`src/sv/csd_pkg.sv`:
```
package csd_pkg;

  localparam logic [7:0] PFX_U16 = 8'hfd;
  localparam logic [7:0] PFX_U32 = 8'hfe;
  localparam logic [7:0] PFX_U64 = 8'hff;

  localparam logic [1:0] KIND_VALUE   = 2'd0;
  localparam logic [1:0] KIND_PAYLOAD = 2'd1;
  localparam logic [1:0] KIND_ERROR   = 2'd2;

  // Queue entry: zero, one or two results caused by one input item.
  // The second result is always the too-short error.
  typedef struct packed {
    logic        first_en;
    logic [1:0]  first_kind;
    logic [63:0] first_value;
    logic        err_en;
  } csd_entry_t;

endpackage

```
`src/sv/csd_front.sv`:
```
module csd_front import csd_pkg::*; (
  input  logic       clk,
  input  logic       rst_n,
  input  logic       cfg_we,
  input  logic       cfg_mode,
  input  logic       in_valid,
  output logic       in_ready,
  input  logic [7:0] in_byte,
  input  logic       in_last,
  output logic       push_valid,
  input  logic       push_ready,
  output csd_entry_t push_entry
);

  typedef enum logic [1:0] {
    PH_IDLE    = 2'd0,
    PH_PREFIX  = 2'd1,
    PH_PAYLOAD = 2'd2
  } phase_t;

  phase_t      phase_r, phase_nxt;
  logic [3:0]  left_r, left_nxt;
  logic [2:0]  pos_r, pos_nxt;
  logic [63:0] acc_r, acc_nxt;
  logic [63:0] pbl_r, pbl_nxt;
  logic        mode_r;

  logic        fin;
  logic [63:0] fin_v;
  logic [63:0] acc_or;
  logic [3:0]  left_dec;
  logic [63:0] pbl_dec;
  csd_entry_t  ent;
  logic        accept;

  assign in_ready = push_ready;
  assign accept   = in_valid && in_ready;

  always_comb begin
    phase_nxt = phase_r;
    left_nxt  = left_r;
    pos_nxt   = pos_r;
    acc_nxt   = acc_r;
    pbl_nxt   = pbl_r;
    fin       = 1'b0;
    fin_v     = '0;
    ent       = '0;
    acc_or    = acc_r | ({56'd0, in_byte} << {pos_r, 3'b000});
    left_dec  = (left_r != 4'd0) ? left_r - 4'd1 : 4'd0;
    pbl_dec   = (pbl_r != 64'd0) ? pbl_r - 64'd1 : 64'd0;

    unique case (phase_r)
      PH_PREFIX: begin
        acc_nxt  = acc_or;
        pos_nxt  = pos_r + 3'd1;
        left_nxt = left_dec;
        if (left_dec == 4'd0) begin
          fin   = 1'b1;
          fin_v = acc_or;
        end
      end
      PH_PAYLOAD: begin
        ent.first_en    = 1'b1;
        ent.first_kind  = KIND_PAYLOAD;
        ent.first_value = {56'd0, in_byte};
        pbl_nxt         = pbl_dec;
        if (pbl_dec == 64'd0) begin
          phase_nxt = PH_IDLE;
        end
      end
      default: begin
        if (in_byte < PFX_U16) begin
          fin   = 1'b1;
          fin_v = {56'd0, in_byte};
        end else begin
          phase_nxt = PH_PREFIX;
          pos_nxt   = 3'd0;
          acc_nxt   = '0;
          left_nxt  = (in_byte == PFX_U16) ? 4'd2 :
                      (in_byte == PFX_U32) ? 4'd4 : 4'd8;
        end
      end
    endcase

    // value complete: emit it, open a payload in string mode if it is nonzero
    if (fin) begin
      ent.first_en    = 1'b1;
      ent.first_kind  = KIND_VALUE;
      ent.first_value = fin_v;
      if (mode_r && (fin_v != 64'd0)) begin
        phase_nxt = PH_PAYLOAD;
        pbl_nxt   = fin_v;
      end else begin
        phase_nxt = PH_IDLE;
      end
    end

    // buffer ends: flag a truncated prefix or payload
    if (in_last) begin
      if ((phase_nxt == PH_PREFIX) || (phase_nxt == PH_PAYLOAD)) begin
        ent.err_en = 1'b1;
      end
      phase_nxt = PH_IDLE;
    end
  end

  assign push_valid = accept && (ent.first_en || ent.err_en);
  assign push_entry = ent;

  always_ff @(posedge clk) begin
    if (!rst_n) begin
      phase_r <= PH_IDLE;
      left_r  <= '0;
      pos_r   <= '0;
      acc_r   <= '0;
      pbl_r   <= '0;
      mode_r  <= 1'b0;
    end else begin
      if (cfg_we) begin
        mode_r <= cfg_mode;
      end
      if (accept) begin
        phase_r <= phase_nxt;
        left_r  <= left_nxt;
        pos_r   <= pos_nxt;
        acc_r   <= acc_nxt;
        pbl_r   <= pbl_nxt;
      end
    end
  end

endmodule

```
`src/sv/csd_fifo.sv`:
```
module csd_fifo import csd_pkg::*; #(
  parameter int DEPTH = 4
) (
  input  logic       clk,
  input  logic       rst_n,
  input  logic       push_valid,
  output logic       push_ready,
  input  csd_entry_t push_entry,
  output logic       pop_valid,
  input  logic       pop_ready,
  output csd_entry_t pop_entry
);

  localparam int PW = (DEPTH > 1) ? $clog2(DEPTH) : 1;
  localparam int CW = $clog2(DEPTH + 1);

  csd_entry_t    mem_r [DEPTH];
  logic [PW-1:0] wptr_r, rptr_r;
  logic [CW-1:0] cnt_r;
  logic          do_push, do_pop;

  assign push_ready = (cnt_r != CW'(DEPTH));
  assign pop_valid  = (cnt_r != '0);
  assign pop_entry  = mem_r[rptr_r];
  assign do_push    = push_valid && push_ready;
  assign do_pop     = pop_valid && pop_ready;

  always_ff @(posedge clk) begin
    if (do_push) begin
      mem_r[wptr_r] <= push_entry;
    end
  end

  always_ff @(posedge clk) begin
    if (!rst_n) begin
      wptr_r <= '0;
      rptr_r <= '0;
      cnt_r  <= '0;
    end else begin
      if (do_push) begin
        wptr_r <= (wptr_r == PW'(DEPTH - 1)) ? '0 : wptr_r + PW'(1);
      end
      if (do_pop) begin
        rptr_r <= (rptr_r == PW'(DEPTH - 1)) ? '0 : rptr_r + PW'(1);
      end
      if (do_push && !do_pop) begin
        cnt_r <= cnt_r + CW'(1);
      end else if (do_pop && !do_push) begin
        cnt_r <= cnt_r - CW'(1);
      end
    end
  end

endmodule

```
`src/sv/csd_back.sv`:
```
module csd_back import csd_pkg::*; (
  input  logic        clk,
  input  logic        rst_n,
  input  logic        pop_valid,
  output logic        pop_ready,
  input  csd_entry_t  pop_entry,
  output logic        out_valid,
  input  logic        out_ready,
  output logic [1:0]  out_kind,
  output logic [63:0] out_value,
  output logic        out_last
);

  logic        valid_r;
  logic [1:0]  kind_r;
  logic [63:0] value_r;
  logic        last_r;
  logic        err_pend_r;
  logic        take;

  // output register free or draining this cycle
  assign take      = !valid_r || out_ready;
  assign pop_ready = take && !err_pend_r;

  assign out_valid = valid_r;
  assign out_kind  = kind_r;
  assign out_value = value_r;
  assign out_last  = last_r;

  always_ff @(posedge clk) begin
    if (!rst_n) begin
      valid_r    <= 1'b0;
      err_pend_r <= 1'b0;
      kind_r     <= KIND_VALUE;
      value_r    <= '0;
      last_r     <= 1'b0;
    end else if (take) begin
      if (err_pend_r) begin
        valid_r    <= 1'b1;
        kind_r     <= KIND_ERROR;
        value_r    <= '0;
        last_r     <= 1'b1;
        err_pend_r <= 1'b0;
      end else if (pop_valid) begin
        valid_r <= 1'b1;
        if (pop_entry.first_en) begin
          kind_r     <= pop_entry.first_kind;
          value_r    <= pop_entry.first_value;
          last_r     <= !pop_entry.err_en;
          err_pend_r <= pop_entry.err_en;
        end else begin
          kind_r  <= KIND_ERROR;
          value_r <= '0;
          last_r  <= 1'b1;
        end
      end else begin
        valid_r <= 1'b0;
      end
    end
  end

endmodule

```
`src/sv/compactsize_stream_decoder.sv`:
```
// channel | dir | handshake              | payload
// in_     | in  | in_tvalid / in_tready  | tdata[7:0] byte, tlast end of buffer
// out_    | out | out_tvalid / out_tready| tdata[63:0] value, tuser kind, tlast
// cfg_    | in  | cfg_valid / cfg_ready  | cfg_data string mode (always ready)
//
// One input item per cycle while the queue has room. Items giving one result
// or none keep that rate; an item that also ends a buffer early gives two
// results, which the output register issues in turn, the queue absorbing
// the extra one. Each result is queued at the edge that accepts its item
// and is then loaded from the queue into the output register.
// rst_n is synchronous, active low; no clearing pass is needed.
// in_tready drops only when the queue between parser and output is full.
module compactsize_stream_decoder import csd_pkg::*; #(
  parameter int FIFO_DEPTH = 4
) (
  input  logic        clk,
  input  logic        rst_n,
  input  logic        in_tvalid,
  output logic        in_tready,
  input  logic [7:0]  in_tdata,    // [7:0] in_byte
  input  logic        in_tlast,
  output logic        out_tvalid,
  input  logic        out_tready,
  output logic [63:0] out_tdata,   // [63:0] res_value
  output logic [1:0]  out_tuser,   // [1:0] res_kind
  output logic        out_tlast,
  input  logic        cfg_valid,
  output logic        cfg_ready,
  input  logic        cfg_data
);

  csd_entry_t push_entry, pop_entry;
  logic       push_valid, push_ready;
  logic       pop_valid, pop_ready;

  assign cfg_ready = 1'b1;

  // front: parses bytes, classifies each item into a queue entry
  csd_front u_front (
    .clk        (clk),
    .rst_n      (rst_n),
    .cfg_we     (cfg_valid && cfg_ready),
    .cfg_mode   (cfg_data),
    .in_valid   (in_tvalid),
    .in_ready   (in_tready),
    .in_byte    (in_tdata),
    .in_last    (in_tlast),
    .push_valid (push_valid),
    .push_ready (push_ready),
    .push_entry (push_entry)
  );

  csd_fifo #(
    .DEPTH (FIFO_DEPTH)
  ) u_fifo (
    .clk        (clk),
    .rst_n      (rst_n),
    .push_valid (push_valid),
    .push_ready (push_ready),
    .push_entry (push_entry),
    .pop_valid  (pop_valid),
    .pop_ready  (pop_ready),
    .pop_entry  (pop_entry)
  );

  // back: expands entries into one or two result items
  csd_back u_back (
    .clk       (clk),
    .rst_n     (rst_n),
    .pop_valid (pop_valid),
    .pop_ready (pop_ready),
    .pop_entry (pop_entry),
    .out_valid (out_tvalid),
    .out_ready (out_tready),
    .out_kind  (out_tuser),
    .out_value (out_tdata),
    .out_last  (out_tlast)
  );

`ifndef SYNTHESIS
  // a too-short error is always the final result of its item and carries zero
  a_err_last: assert property (@(posedge clk) disable iff (!rst_n)
    out_tvalid && (out_tuser == KIND_ERROR) |-> out_tlast && (out_tdata == 64'd0))
    else $error("error result not last or nonzero");

  // payload results carry one byte
  a_payload_byte: assert property (@(posedge clk) disable iff (!rst_n)
    out_tvalid && (out_tuser == KIND_PAYLOAD) |-> (out_tdata[63:8] == 56'd0))
    else $error("payload result wider than a byte");

  // a non-final result is followed at once by its pending error
  a_err_follows: assert property (@(posedge clk) disable iff (!rst_n)
    out_tvalid && out_tready && !out_tlast |=> out_tvalid && (out_tuser == KIND_ERROR))
    else $error("pending error not issued");
`endif

endmodule
```
`config.mk`:
```
export PLATFORM = sky130hd
export DESIGN_NAME = compactsize_stream_decoder
export DESIGN_NICKNAME = d
export VERILOG_FILES = /design/src/sv/csd_pkg.sv /design/src/sv/csd_front.sv /design/src/sv/csd_fifo.sv /design/src/sv/csd_back.sv /design/src/sv/compactsize_stream_decoder.sv
export SDC_FILE = /design/constraint.sdc
export NUM_CORES = 1
export LEC_CHECK = 0
export ABC_AREA = 1
export BUFFER_PORTS_ARGS = -buffer_cell sky130_fd_sc_hd__buf_2
export CORE_MARGIN = 1.5
export CORE_UTILIZATION = 50
export CTS_BUF_LIST = sky130_fd_sc_hd__clkbuf_2 sky130_fd_sc_hd__clkbuf_4 sky130_fd_sc_hd__clkbuf_8
export CTS_CLUSTER_DIAMETER = 80
export CTS_CLUSTER_SIZE = 30
export DETAILED_ROUTE_END_ITERATION = 8
export PLACE_DENSITY = 0.67
export SLEW_MARGIN = 20
export SYNTH_ARGS = -nofsm -noshare
export SYNTH_HDL_FRONTEND = slang
export SYNTH_SLANG_ARGS = --single-unit
export TNS_END_PERCENT = 5
```
`constraint.sdc`:
```
create_clock -name clk -period 15.6 [get_ports clk]
set_clock_uncertainty 0.1 [all_clocks]
set_input_delay 3.12 -clock clk [delete_from_list [all_inputs] [get_ports clk]]
set_output_delay 3.12 -clock clk [all_outputs]
set_load 0.02 [all_outputs]
```
### Word level (Yosys, flattened, before mapping)

Memories as Yosys holds them, arrays and structs flattened. A register that Yosys moved wholly into a read port is not among the register bits.
Index checks and enable logic that the tools add are counted.

* RAM bits: 272
* register bits: 214
* output and inout bits: 70
* memories kept: 1

Memory list
* u_fifo.mem_r: depth 4, bits a word 68, rd ports 1, clocked after memory_dff 1, wr ports 1, line csd_fifo.sv:17 `csd_entry_t mem_r [DEPTH];`

* $add $sub $neg: 7
* multiplexer cells: 51
* bitwise logic cells: 2
* shifts and indexed selects: 1
* eq/ne operators: 10
* reductions and logical operators: 26
* magnitude comparators: 1

Operators by type and width (count)
* 64-bit 2-to-1 mux: 9
* 64-bit one-hot mux with 2 select lines: 2
* 67-bit 2-to-1 mux: 2
* 64-bit nonzero test: 2
* 64-bit logical NOT: 1
* 64-bit OR: 1
* 8-bit by 6-bit left shift with 64-bit output: 1
* 64-bit by 1-bit subtractor with 64-bit output, second input constant: 1
* 2-bit 2-to-1 mux: 12
* 8-bit == test, second input constant: 2
* 4-bit 2-to-1 mux: 4
* 1-bit 2-to-1 mux: 14
* 3-bit 2-to-1 mux: 3
* 2-bit == test, second input constant: 4
* 1-bit logical AND: 8
* 8-bit < comparator, second input constant: 1
* 8-bit 2-to-1 mux: 1
* 4-bit one-hot mux with 2 select lines: 1
* 3-bit by 1-bit adder with 3-bit output, second input constant: 2
* 3-bit one-hot mux with 2 select lines: 1
* 1-bit logical NOT: 5
* 2-bit by 1-bit adder with 2-bit output, second input constant: 2
* 2-bit by 1-bit == test with 1-bit output, second input constant: 2
* 4-bit logical NOT: 1
* other kinds (13): 16

### Logic depth before layout (Yosys ltp)

Gate-level depths: netlist of the first run.

* word-level depth: 20
* gate-level depth with buffers: 33

### By module

From an unflattened synthesis of the first run, not the netlist that was laid out.

* cell total of the unflattened synthesis: 3143
* area total of the unflattened synthesis: 24304.6 um2

By module, submodules not included
* csd_fifo: seq. area each 8348.0 um2, cells each 727, area an instance 10552.6 um2, instances 1
* csd_front: seq. area each 2762.6 um2, cells each 1829, area an instance 10372.4 um2, instances 1
* csd_back: seq. area each 1381.3 um2, cells each 585, area an instance 3368.2 um2, instances 1
* compactsize_stream_decoder: seq. area each 0.0 um2, cells each 2, area an instance 11.3 um2, instances 1

### Worst setup path after synthesis of the first run

No wires, ideal clock.

* kind: input -> register
* start: input in_tdata[6]
* end: memory u_fifo.mem_r[0][0] (netlist name) (enable)
* stages: 15
* arrival time: 6.588 ns
* library setup time: 0.439 ns
* data required time: 15.061 ns
* path slack: 8.473 ns
* cell sequence: inv_1 > nor4_4 > nand2_1 > nand2_2 > o21ai_0 > nor4_1 > nand2_1 > o21ai_1 > buf_4 > nand2_1 > nand2_1 > nand3_2 > nand2_4 > nand2_4 > nor2_2

* word-level cells in the longest chain between the ends: 17

RTL lines
* start, declared: line compactsize_stream_decoder.sv:20 `input logic [7:0] in_tdata,`
* 8-bit by 6-bit left shift with 64-bit output: line csd_front.sv:48 `acc_or = acc_r | ({56'd0, in_byte} << {pos_r, 3'b000});`
* 64-bit OR: line csd_front.sv:48
* 64-bit 2-to-1 mux: line csd_front.sv:57 `if (left_dec == 4'd0) begin`
* 64-bit one-hot mux with 2 select lines: line csd_front.sv:52 `unique case (phase_r)`
* 64-bit nonzero test: line csd_front.sv:90 `if (mode_r && (fin_v != 64'd0)) begin`
* 1-bit logical AND: line csd_front.sv:90
* 2-bit 2-to-1 mux: line csd_front.sv:90
* 2-bit 2-to-1 mux: line csd_front.sv:86 `if (fin) begin`
* 2-bit by 1-bit == test with 1-bit output or 2-bit == test (tied branches): line csd_front.sv:100 `if ((phase_nxt == PH_PREFIX) || (phase_nxt == PH_PAYLOAD)) begin`
* 1-bit logical OR: line csd_front.sv:100
* 1-bit 2-to-1 mux: line csd_front.sv:100
* 1-bit 2-to-1 mux: line csd_front.sv:99 `if (in_last) begin`
* 1-bit logical OR (*): line csd_front.sv:107 `assign push_valid = accept && (ent.first_en || ent.err_en);`
* 1-bit logical AND (*): line csd_front.sv:107
* 1-bit logical AND (*): line csd_fifo.sv:25 `assign do_push = push_valid && push_ready;`
* 1-bit 2-to-1 mux (*): line csd_fifo.sv:29 `if (do_push) begin`
* 1-bit 2-to-1 mux (implied by the code) (*): line csd_fifo.sv:30 `mem_r[wptr_r] <= push_entry;`
* end, declared: line csd_fifo.sv:17

Mark *: on every way between the ends. The rest lies on a longest branch, timed or not.

### Worst setup path in the final report of the first run

* start: input in_tdata[6]
* end: memory u_fifo.mem_r[0][59] (netlist name) (enable)

The elaborated chain is that of the path after synthesis.

==> flow_summary.json, run 1 <==
{
  "status": "finished, final reports clean",
  "fillCellCount": 4316,
  "cts_setup_buffers": 0,
  "r2r_slack_ns": 9.47,
  "cp_top_family": "simple AND/OR/NAND/NOR gates",
  "multi_input_area_um2": 8980,
  "holdPathStages": 2,
  "cts.path.max_buffers": 3,
  "dr.pass1.iters": 6,
  "crit_slowest_cell": "nor2_4",
  "path_common_cell": "nand2_1",
  "first_iter_violations": 2104,
  "synth_flop_cell": "edfxtp_1",
  "synth.area.top_cells": "edfxtp_1, dfxtp_1, nand2_1, nor2_1, o21ai_0",
  "period_share_pct": 43.3,
  "max_freq_mhz": 148,
  "die_y_um": 218,
  "finalSetupViolCount": 0,
  "slowest_delay_ns": 0.68,
  "synth.largest_area_cell": "edfxtp_1",
  "grt_busiest_layer": "met2",
  "fin_area_um2": 24500,
  "holdWs_ns": 0.357,
  "synth.most_common_cell": "nand2_1",
  "hold_path_end": "u_front.acc_r[6]",
  "synth_edf_count": 268,
  "clkTransAtPathRegs_ns": 0.16,
  "synthArstFlopShare_pct": 0,
  "clock_sinks": 484,
  "period_minus_slack_ns": 6.75,
  "cp_max_fo": 44,
  "netlist_top_cells_count": "nand2_1, nor2_1, inv_1",
  "use_met2_pct": 44.8,
  "setup_tns_ns": 0,
  "yosys_warnings": 0,
  "numCtsBuffers": 27,
  "use_met3_pct": 4.07,
  "cts_root_buf": "clkbuf_8",
  "startpoint_type": "input pin",
  "worstMarginPinSlew_ns": 1.15,
  "tritoncts": "yes",
  "h-tree-depth": 1,
  "grt_overflow_total": 0,
  "grt_max_degree": 95,
  "path_cells": "buf_2 > inv_1 > nor4_1 > nor2_1 > nor2_1 > nor4_1 > nand2_1 > nor3_1 > nand3b_1 > o21ai_4 > nand2_1 > nand2_1 > nand3_2 > nand2_4 > nand2_4 > nor2_4 > buf_4",
  "worstReg2RegStart": "u_front.pos_r[1]",
  "regArea_um2": 12400,
  "fp.coreArea_um2": 45500,
  "initial_core_util_pct": 50.7,
  "gp_congestion": 0.952,
  "std_cell_rows": 78,
  "rsz0062_at_grt": "no",
  "ys_ff_latch": 484,
  "wl_per_cell_um": 20.2,
  "num_io_pins": 85,
  "use_met1_pct": 41.6,
  "io_buffers": 83,
  "yosys.cell_types.count": 41,
  "grt_pass1_wl_um": 105000,
  "clock_latency_ns": 0.72,
  "track_usage_pct": 28.9,
  "fin_util_pct": 53.9,
  "areaGrowthSynthToFinish_pct": 6.28,
  "slew_viol_final": 0,
  "end_kind": "register",
  "r2r-end": "u_fifo.mem_r[0][59]",
  "cts.repair.resized": 0,
  "fin_nets": 2824,
  "antenna_found_initial": 2,
  "r2r_cells": 17,
  "dieArea_um2": 47400,
  "hold_path.startpoint": "u_front.acc_r[6]",
  "hpwl_um": 47300,
  "drive_gt1_share_pct": 7.84,
  "cap_violations": 0,
  "total_power_mw": 3.54,
  "hold_violations": 0,
  "synth_cells": 2820,
  "wirelength_um": 69100,
  "max_slew_margin_pct": 23.4,
  "vias_per_cell": 5.71,
  "placed_cell_area_um2": 23800,
  "yosysTopAreaCellShare_pct": 34.9,
  "die_x_um": 218,
  "grt_pass1_vias": 17800,
  "syn_avg_cell_area_um2": 8.18,
  "peakVddDrop_mv": 0.116,
  "vias": 19500,
  "synth.cell_area_um2": 23100,
  "ant_nets": 0,
  "path_buf_inv": 3,
  "seq_area_frac_synth_pct": 53.7,
  "leakagePower_nw": 9.33,
  "p_per_area_nw_per_um2": 144,
  "crit_arrival_ns": 7.00,
  "worstHoldPathType": "register to register",
  "drc_errors": 0,
  "critical_path_required_ns": 15.86,
  "critPathKind": "input pin to register",
  "syn-num-nets": 2847,
  "cts_hold_buffers": 0
}
[metrics by stage]
step,std cells,worst slack (ns)
global route,3420,8.68
floorplan,2820,8.47
finish,3420,8.85
CTS,3418,8.91
global placement,3368,8.24
detailed placement,3368,8.16
[area by class of cell]
cell class / count / share of cell area [%]
tap: 600 / 3.06
inverter: 283 / 4.34
clock inverter: 22 / 1.34
multi-input combinational: 1891 / 36.7
clock buffer: 28 / 1.55
antenna: 2 / 0.0204
timing repair buffer: 110 / 2.52
sequential: 484 / 50.5
[metal layers]
metal	wire length, µm	share of wire, %
met1	31200	45
met2	31000	45
met3	4510	6.5
met4	2450	3.5
met5	0	0
[worst max-delay path by stage]
stage	endpoint	slack, ns	cells past startpoint	from
2_1_floorplan	u_fifo.mem_r[0][0]	8.47	15	in_tdata[6]
3_3_place_gp	u_fifo.mem_r[0][53]	8.24	17	in_tdata[6]
3_5_place_dp	u_fifo.mem_r[0][45]	8.16	17	in_tdata[6]
4_1_cts	u_fifo.mem_r[0][60]	8.91	17	in_tdata[6]
5_1_grt	u_fifo.mem_r[0][60]	8.68	16	in_tdata[6]
6_report	u_fifo.mem_r[0][59]	8.85	17	in_tdata[6]
[cell families (layout without fill, tap and decap cells)]
kind of cell    after synthesis  count (layout)  share of synthesized area, %
simple gates               1268            1268                          23.0
compound gates              606             606                          14.9
flops                       484             484                          53.7
buf+inv                     445             443                          7.65
fa+ha+maj                    12              12                         0.684
xor+xnor                      4               4                         0.152
other cells                   1               3                        0.0163
[worst min-delay path, stage by stage, from the launching register on]
cell,delay (ns)
dfxtp_1,0.34
inv_1,0.04
a21oi_1,0.05
[sequential cells by signal, summed over array words and instances, names as in the netlist, 2 cells and up, named ones only]
register          count
u_fifo.mem_r        268
u_fifo.rptr_r         2
u_front.pbl_r        64
u_front.pos_r         3
u_fifo.cnt_r          3
u_front.left_r        4
u_back.out_value     64
u_fifo.wptr_r         2
u_front.acc_r        64
u_front.phase_r       2
u_back.out_kind       2
[cells in the final DEF, fill, tap and decap left out, types with 4 or more instances in the layout]
| cell | n |
|---|---|
| or2_2 | 15 |
| nand3_1 | 145 |
| clkinv_1 | 5 |
| inv_8 | 6 |
| inv_2 | 5 |
| buf_4 | 27 |
| nand2_1 | 567 |
| o21bai_1 | 16 |
| inv_16 | 4 |
| nor2_4 | 10 |
| buf_2 | 83 |
| o221ai_1 | 16 |
| nand4_1 | 31 |
| inv_1 | 273 |
| nand3_2 | 7 |
| o21ai_0 | 250 |
| a21oi_1 | 167 |
| nor2_1 | 443 |
| nor3_1 | 8 |
| o211ai_1 | 80 |
| nor2_2 | 10 |
| o22ai_1 | 67 |
| nand2_2 | 6 |
| ha_1 | 11 |
| edfxtp_1 | 268 |
| dfxtp_1 | 214 |
| clkbuf_8 | 27 |
| nor4_1 | 18 |
[power by group]
group | internal, mW | switching (mW) | leakage, nW
clock | 0.234 | 0.468 | 0.348
combinational | 0.346 | 0.861 | 4.68
sequential | 1.52 | 0.115 | 4.30
Note: power is estimated with default switching activity, not from simulation.
==> inputs of run 2 (changes only) <==
--- a/config.mk
+++ b/config.mk
@@ -13,7 +13,7 @@
 export CTS_CLUSTER_DIAMETER = 80
 export CTS_CLUSTER_SIZE = 30
 export DETAILED_ROUTE_END_ITERATION = 8
-export PLACE_DENSITY = 0.67
+export PLACE_DENSITY = 0.69
 export SLEW_MARGIN = 20
 export SYNTH_ARGS = -nofsm -noshare
 export SYNTH_HDL_FRONTEND = slang
==> constraint.sdc (replaced) <==
create_clock -name clk -period 6 [get_ports clk]
set_clock_uncertainty 0.1 [all_clocks]
set_input_delay 1.2 -clock clk [delete_from_list [all_inputs] [get_ports clk]]
set_output_delay 1.2 -clock clk [all_outputs]
set_load 0.02 [all_outputs]
==> run 2 against run 1 <==
  * Die area unchanged
  * Power grew to 2.6 times the previous value
  * Design area rose by 1.3%
  * Critical path type is now register to register
  * First-iteration DRC count fell by 2.2%
  * Final cell count is 0.64% higher
  * Flip-flop and latch count stayed put
  * Largest power group unchanged
  * Sequential share of layout area shrank 0.67 points
  * Non-clock buffer count is 21 higher
==> flow_summary.json, run 2 (synthesis results as in run 1) <==
{
  "gp_congestion": 0.958,
  "total_power_mw": 9.33,
  "wl_per_cell_um": 19.8,
  "fin_nets": 2846,
  "cap_violations": 0,
  "cts_setup_buffers": 0,
  "period_share_pct": 88.8,
  "grt_overflow_total": 0,
  "fp.coreArea_um2": 45500,
  "r2r_slack_ns": 0.67,
  "cts_hold_buffers": 0,
  "hold_violations": 0,
  "holdPathStages": 2,
  "path_cells": "inv_1 > nand3_1 > nor2_1 > o21ai_0 > o21ai_0 > nor4_1 > nand2_1 > o21ai_4 > nand2_1 > nand2_1 > nand3_2 > nand2_4 > nand2_4 > inv_1 > ha_1 > inv_1 > fa_1 > nor2_1 > nor2_1 > nand2_1 > o21ai_0 > a21oi_1",
  "rsz0062_at_grt": "no",
  "startpoint_type": "register",
  "period_minus_slack_ns": 5.33,
  "fin_area_um2": 24800,
  "std_cell_rows": 78,
  "wirelength_um": 68100,
  "path_common_cell": "nand2_1",
  "r2r_cells": 22,
  "dieArea_um2": 47400,
  "tritoncts": "yes",
  "leakagePower_nw": 9.49,
  "first_iter_violations": 2057,
  "clock_sinks": 484,
  "regMostFlops": "u_fifo.mem_r",
  "critical_path_required_ns": 6.54,
  "largest_reg_flops": 268,
  "drive_gt1_share_pct": 8.66,
  "hpwl_um": 47200,
  "track_usage_pct": 28.4,
  "h-tree-depth": 1,
  "drc_errors": 0,
  "peakVddDrop_mv": 0.226,
  "p_per_area_nw_per_um2": 375,
  "vias_per_cell": 5.71,
  "crit_slowest_cell": "dfxtp_1",
  "die_x_um": 218,
  "clkTransAtPathRegs_ns": 0.15,
  "max_slew_margin_pct": 18.1,
  "slowest_delay_ns": 1.02,
  "num_io_pins": 85,
  "hold_path.startpoint": "u_front.acc_r[2]",
  "grt_max_degree": 87,
  "fillCellCount": 4309,
  "worstReg2RegStart": "u_front.pos_r[1]",
  "ant_nets": 0,
  "vias": 19700,
  "cts.path.max_buffers": 3,
  "cts.repair.resized": 0,
  "placed_cell_area_um2": 24000,
  "initial_core_util_pct": 50.7,
  "numCtsBuffers": 28,
  "clock_latency_ns": 0.71,
  "critPathKind": "register to register",
  "worstMarginPinSlew_ns": 1.22,
  "grt_pass1_wl_um": 104000,
  "holdWs_ns": 0.359,
  "cp_max_fo": 26,
  "dr.pass1.iters": 6,
  "worstHoldPathType": "register to register",
  "grt_pass1_vias": 18000,
  "final_cell_mix": "nand2_1, nor2_1, inv_1",
  "end_kind": "register",
  "setup_tns_ns": 0,
  "slew_viol_final": 0,
  "status": "finished, final reports clean",
  "max_freq_mhz": 188,
  "antenna_found_initial": 1,
  "cp-startpoint": "u_front.pos_r[1]",
  "die_y_um": 218,
  "layout_commonest_cell": "nand2_1",
  "areaGrowthSynthToFinish_pct": 7.71,
  "cts_root_buf": "clkbuf_8",
  "finalSetupViolCount": 0,
  "io_buffers": 83,
  "crit_arrival_ns": 5.87
}
[run 2: cell types whose count changed in the layout (fill, tap and decap cells not counted), moves of 2 or more]
cell      previous run  this run
inv_16               4         2
inv_8                6         3
buf_12               0         7
clkinv_8             1         3
inv_6                1         4
inv_12               0         3
buf_4               27        41
clkinv_1             5         2
[run 2: layout make-up]
class,instances,area [µm²],area share [%]
well taps,600,751,3.02
flip-flops and latches,484,12400,49.8
clock buffers,29,393,1.58
clock inverters,23,403,1.62
inverters,283,1060,4.29
repair buffers,131,863,3.48
multi-input cells,1891,8980,36.2
diodes,1,2.50,0.0101
[run 2: power breakdown]
part | switching (mW) | internal [mW]
Sequential | 0.321 | 3.94
Combinational | 2.21 | 0.923
Clock | 1.25 | 0.684
[run 2: worst max-delay path: cells and delay by family, from the launching register on]
kind / cells / cell delay (ns)
and+or+nand+nor: 12 / 1.60
AOI/OAI and AO/OA: 5 / 1.12
DFF: 1 / 1.02
buffers and inverters: 3 / 0.86
adders and majority gates: 2 / 0.57
[run 2: per-stage QoR]
| stage | setup WS, ns | util, % | std cells |
|---|---|---|---|
| after global placement | 0.828 | 52.9 | 3389 |
| final | 0.670 | 54.6 | 3442 |
| after detailed placement | 0.786 | 52.9 | 3389 |
| after floorplan | 0.793 | - | 2820 |
| after CTS | 0.828 | 54.6 | 3441 |
| after global routing | 0.350 | 54.6 | 3442 |
[run 2: worst paths after layout]
check / endpoint
min reg2reg: u_front.acc_r[2]
min: u_front.acc_r[2]
max: u_fifo.cnt_r[2]
max reg2reg: u_fifo.cnt_r[2]
[run 2: routing by layer]
| layer | GRT usage [%] | up-vias | part of all wire, % |
|---|---|---|---|
| met1 | 40.4 | 9338 | 45 |
| li1 | - | 9425 | - |
| met3 | 3.63 | 123 | 6.8 |
| met5 | 0 | - | 0 |
| met2 | 45.1 | 768 | 45 |
| met4 | 8.90 | 0 | 3.1 |
==> inputs of run 3 (changes only) <==
--- a/config.mk
+++ b/config.mk
@@ -5,7 +5,6 @@
 export SDC_FILE = /design/constraint.sdc
 export NUM_CORES = 1
 export LEC_CHECK = 0
-export ABC_AREA = 1
 export BUFFER_PORTS_ARGS = -buffer_cell sky130_fd_sc_hd__buf_2
 export CORE_MARGIN = 1.5
 export CORE_UTILIZATION = 50
==> run 3 against run 2 <==
  * Flip-flop and latch count did not move
  * Global-route usage barely moved
  * Count of clock-buffer cells in the layout grew 3
  * Area after synthesis down 3.3%
  * Design area fell by 3.4%
  * Non-clock buffer count increased by 8
  * Via count fell by 13%
  * Sequential share of layout area up 1.8 points
==> flow_summary.json, run 3 <==
{
  "status": "finished, final reports clean",
  "pre_cts_slack_ns": 0.443,
  "slew_viol_final": 0,
  "ant_nets": 0,
  "drc_errors": 0,
  "place_inst": 2621,
  "drive_gt1_share_pct": 15.8,
  "leakagePower_nw": 8.32,
  "regMostFlops": "u_fifo.mem_r",
  "fin_util_pct": 54.4,
  "grt_pass1_wl_um": 100000,
  "critPathKind": "register to register",
  "worstMarginPinSlew_ns": 1.05,
  "numCtsBuffers": 27,
  "wirelength_um": 66400,
  "clock_sinks": 484,
  "yosys.cell_types.count": 94,
  "worstHoldPathType": "register to register",
  "synth.area.top_cells": "edfxtp_1, dfxtp_1, mux4_2, nor2_1, a21oi_1",
  "std_cell_rows": 77,
  "die_y_um": 214,
  "cts.repair.resized": 0,
  "wl_per_cell_um": 24.9,
  "crit_slowest_cell": "dfxtp_1",
  "hold_violations": 0,
  "synth_top_family_by_area": "simple AND/OR/NAND/NOR gates",
  "num_io_pins": 85,
  "vias_per_cell": 6.38,
  "gp_congestion": 0.964,
  "synthAdderAreaFrac_pct": 0.707,
  "fp.coreArea_um2": 44100,
  "peakVddDrop_mv": 0.551,
  "die_x_um": 214,
  "fin_cells": 2672,
  "period_minus_slack_ns": 5.22,
  "path_cells": "inv_1 > buf_4 > nor2_1 > a21oi_1 > and4_1 > nand4_1 > o311ai_4 > o2111ai_2 > o21a_4 > o211ai_2 > and2_1 > ha_1 > inv_1 > fa_1 > xor2_1 > or3_1 > a21oi_1",
  "synth.most_common_cell": "nor2_1",
  "tritoncts": "yes",
  "seq_area_frac_synth_pct": 55.5,
  "p_int_mw": 5.70,
  "slowest_delay_ns": 0.61,
  "r2r_slack_ns": 0.78,
  "cts_setup_buffers": 0,
  "synth_cells": 2063,
  "areaGrowthSynthToFinish_pct": 7.53,
  "cts_hold_buffers": 0,
  "synth.largest_area_cell": "edfxtp_1",
  "final_cell_mix": "nor2_1, edfxtp_1, dfxtp_1",
  "io_buffers": 83,
  "first_iter_violations": 1519,
  "max_freq_mhz": 192,
  "critical_path_required_ns": 6.54,
  "synth_flop_cell": "edfxtp_1",
  "grt_pass1_vias": 15900,
  "synth_compound_area_share_pct": 14.7,
  "crit_arrival_ns": 5.76,
  "seqPwrFrac_pct": 46.1,
  "placed_cell_area_um2": 23300,
  "holdWs_ns": 0.376,
  "total_power_mw": 9.09,
  "syn-num-nets": 2090,
  "cts_root_buf": "clkbuf_8",
  "worst_slack_ns": 0.784,
  "initial_core_util_pct": 50.6,
  "h-tree-depth": 1,
  "netlist_top_cells_count": "nor2_1, edfxtp_1, dfxtp_1",
  "setup_tns_ns": 0,
  "switching_share_pct": 37.2,
  "max_slew_margin_pct": 29.7,
  "period_share_pct": 86.9,
  "grt_overflow_total": 0,
  "synth_edf_count": 268,
  "p_switching_mw": 3.39,
  "ys_ff_latch": 484,
  "clkTransAtPathRegs_ns": 0.16,
  "track_usage_pct": 28.4,
  "vias": 17000,
  "yosys_warnings": 0,
  "hpwl_um": 47300,
  "synthArstFlopShare_pct": 0,
  "fin_nets": 2085,
  "fin_area_um2": 24000,
  "synth.cell_area_um2": 22300,
  "cap_violations": 0,
  "clock_latency_ns": 0.70,
  "muxShareOfSynthArea_pct": 7.37,
  "rsz0062_at_grt": "no",
  "finalSetupViolCount": 0,
  "grt_max_degree": 125,
  "cp_max_fo": 18,
  "yosysTopAreaCellShare_pct": 36.1,
  "layout_commonest_cell": "nor2_1",
  "end_kind": "register",
  "syn_avg_cell_area_um2": 10.8,
  "p_per_area_nw_per_um2": 379,
  "cts.path.max_buffers": 3,
  "dr.pass1.iters": 7,
  "largest_reg_flops": 268,
  "antenna_found_initial": 2,
  "yosys.area_share.simple_pct": 16.7,
  "startpoint_type": "register",
  "synth-xor-area-share_pct": 1.37,
  "dieArea_um2": 45900,
  "clockPowerShare_pct": 19.4,
  "p_comb_share_pct": 34.5
}
-- run 3: worst paths after layout --
path / from / end / depth (start not counted)
worst max-delay path: u_front.pos_r[1] / u_fifo.cnt_r[2] / 17
worst min-delay path: u_back.out_last / u_back.out_last / 2
worst max register to register: u_front.pos_r[1] / u_fifo.cnt_r[2] / 17
worst min register to register: u_back.out_last / u_back.out_last / 2
-- run 3: routing by layer --
metal | global-route usage (%) | share of wire (%)
met1 | 40.7 | 44
met2 | 43.7 | 45
met3 | 4.03 | 6.9
met4 | 11.6 | 4.3
met5 | 0 | 0
-- run 3: power groups by stage --
stage | Combinational (mW) | Clock, mW | Sequential, mW
2_1_floorplan | 2.14 | 0 | 4.35
3_3_place_gp | 3.10 | 0 | 4.25
3_5_place_dp | 3.13 | 0 | 4.27
4_1_cts | 3.14 | 1.81 | 4.20
5_1_grt | 3.37 | 1.91 | 4.25
6_report | 3.13 | 1.77 | 4.19
-- run 3: worst max-delay path, delay by kind of cell, from the launching register on --
kind	cells	cell delay, ns
AOI/OAI and AO/OA	6	2.07
and+or+nand+nor	5	1.06
DFF	1	0.61
buffers and inverters	3	0.60
adders and majority gates	2	0.56
xor gates and xnor gates	1	0.18
-- run 3: area by class of cell --
type | count | area, µm²
fillers | 3853 | 20100
flip-flops and latches | 484 | 12400
multi-input cells | 1387 | 9170
repair buffers | 139 | 911
well taps | 592 | 741
clock buffers | 32 | 413
clock inverters | 18 | 297
inverters | 19 | 73.8
diodes | 1 | 2.50
-- run 3: cells by family after synthesis --
family                   count (synthesis)
buffers and inverters                  192
XOR/XNOR                                35
other                                    1
AO/OA/AOI/OAI                          513
AND/OR/NAND/NOR                        746
multiplexers                            80
flip-flops                             484
adder cells (fa/ha/maj)                 12
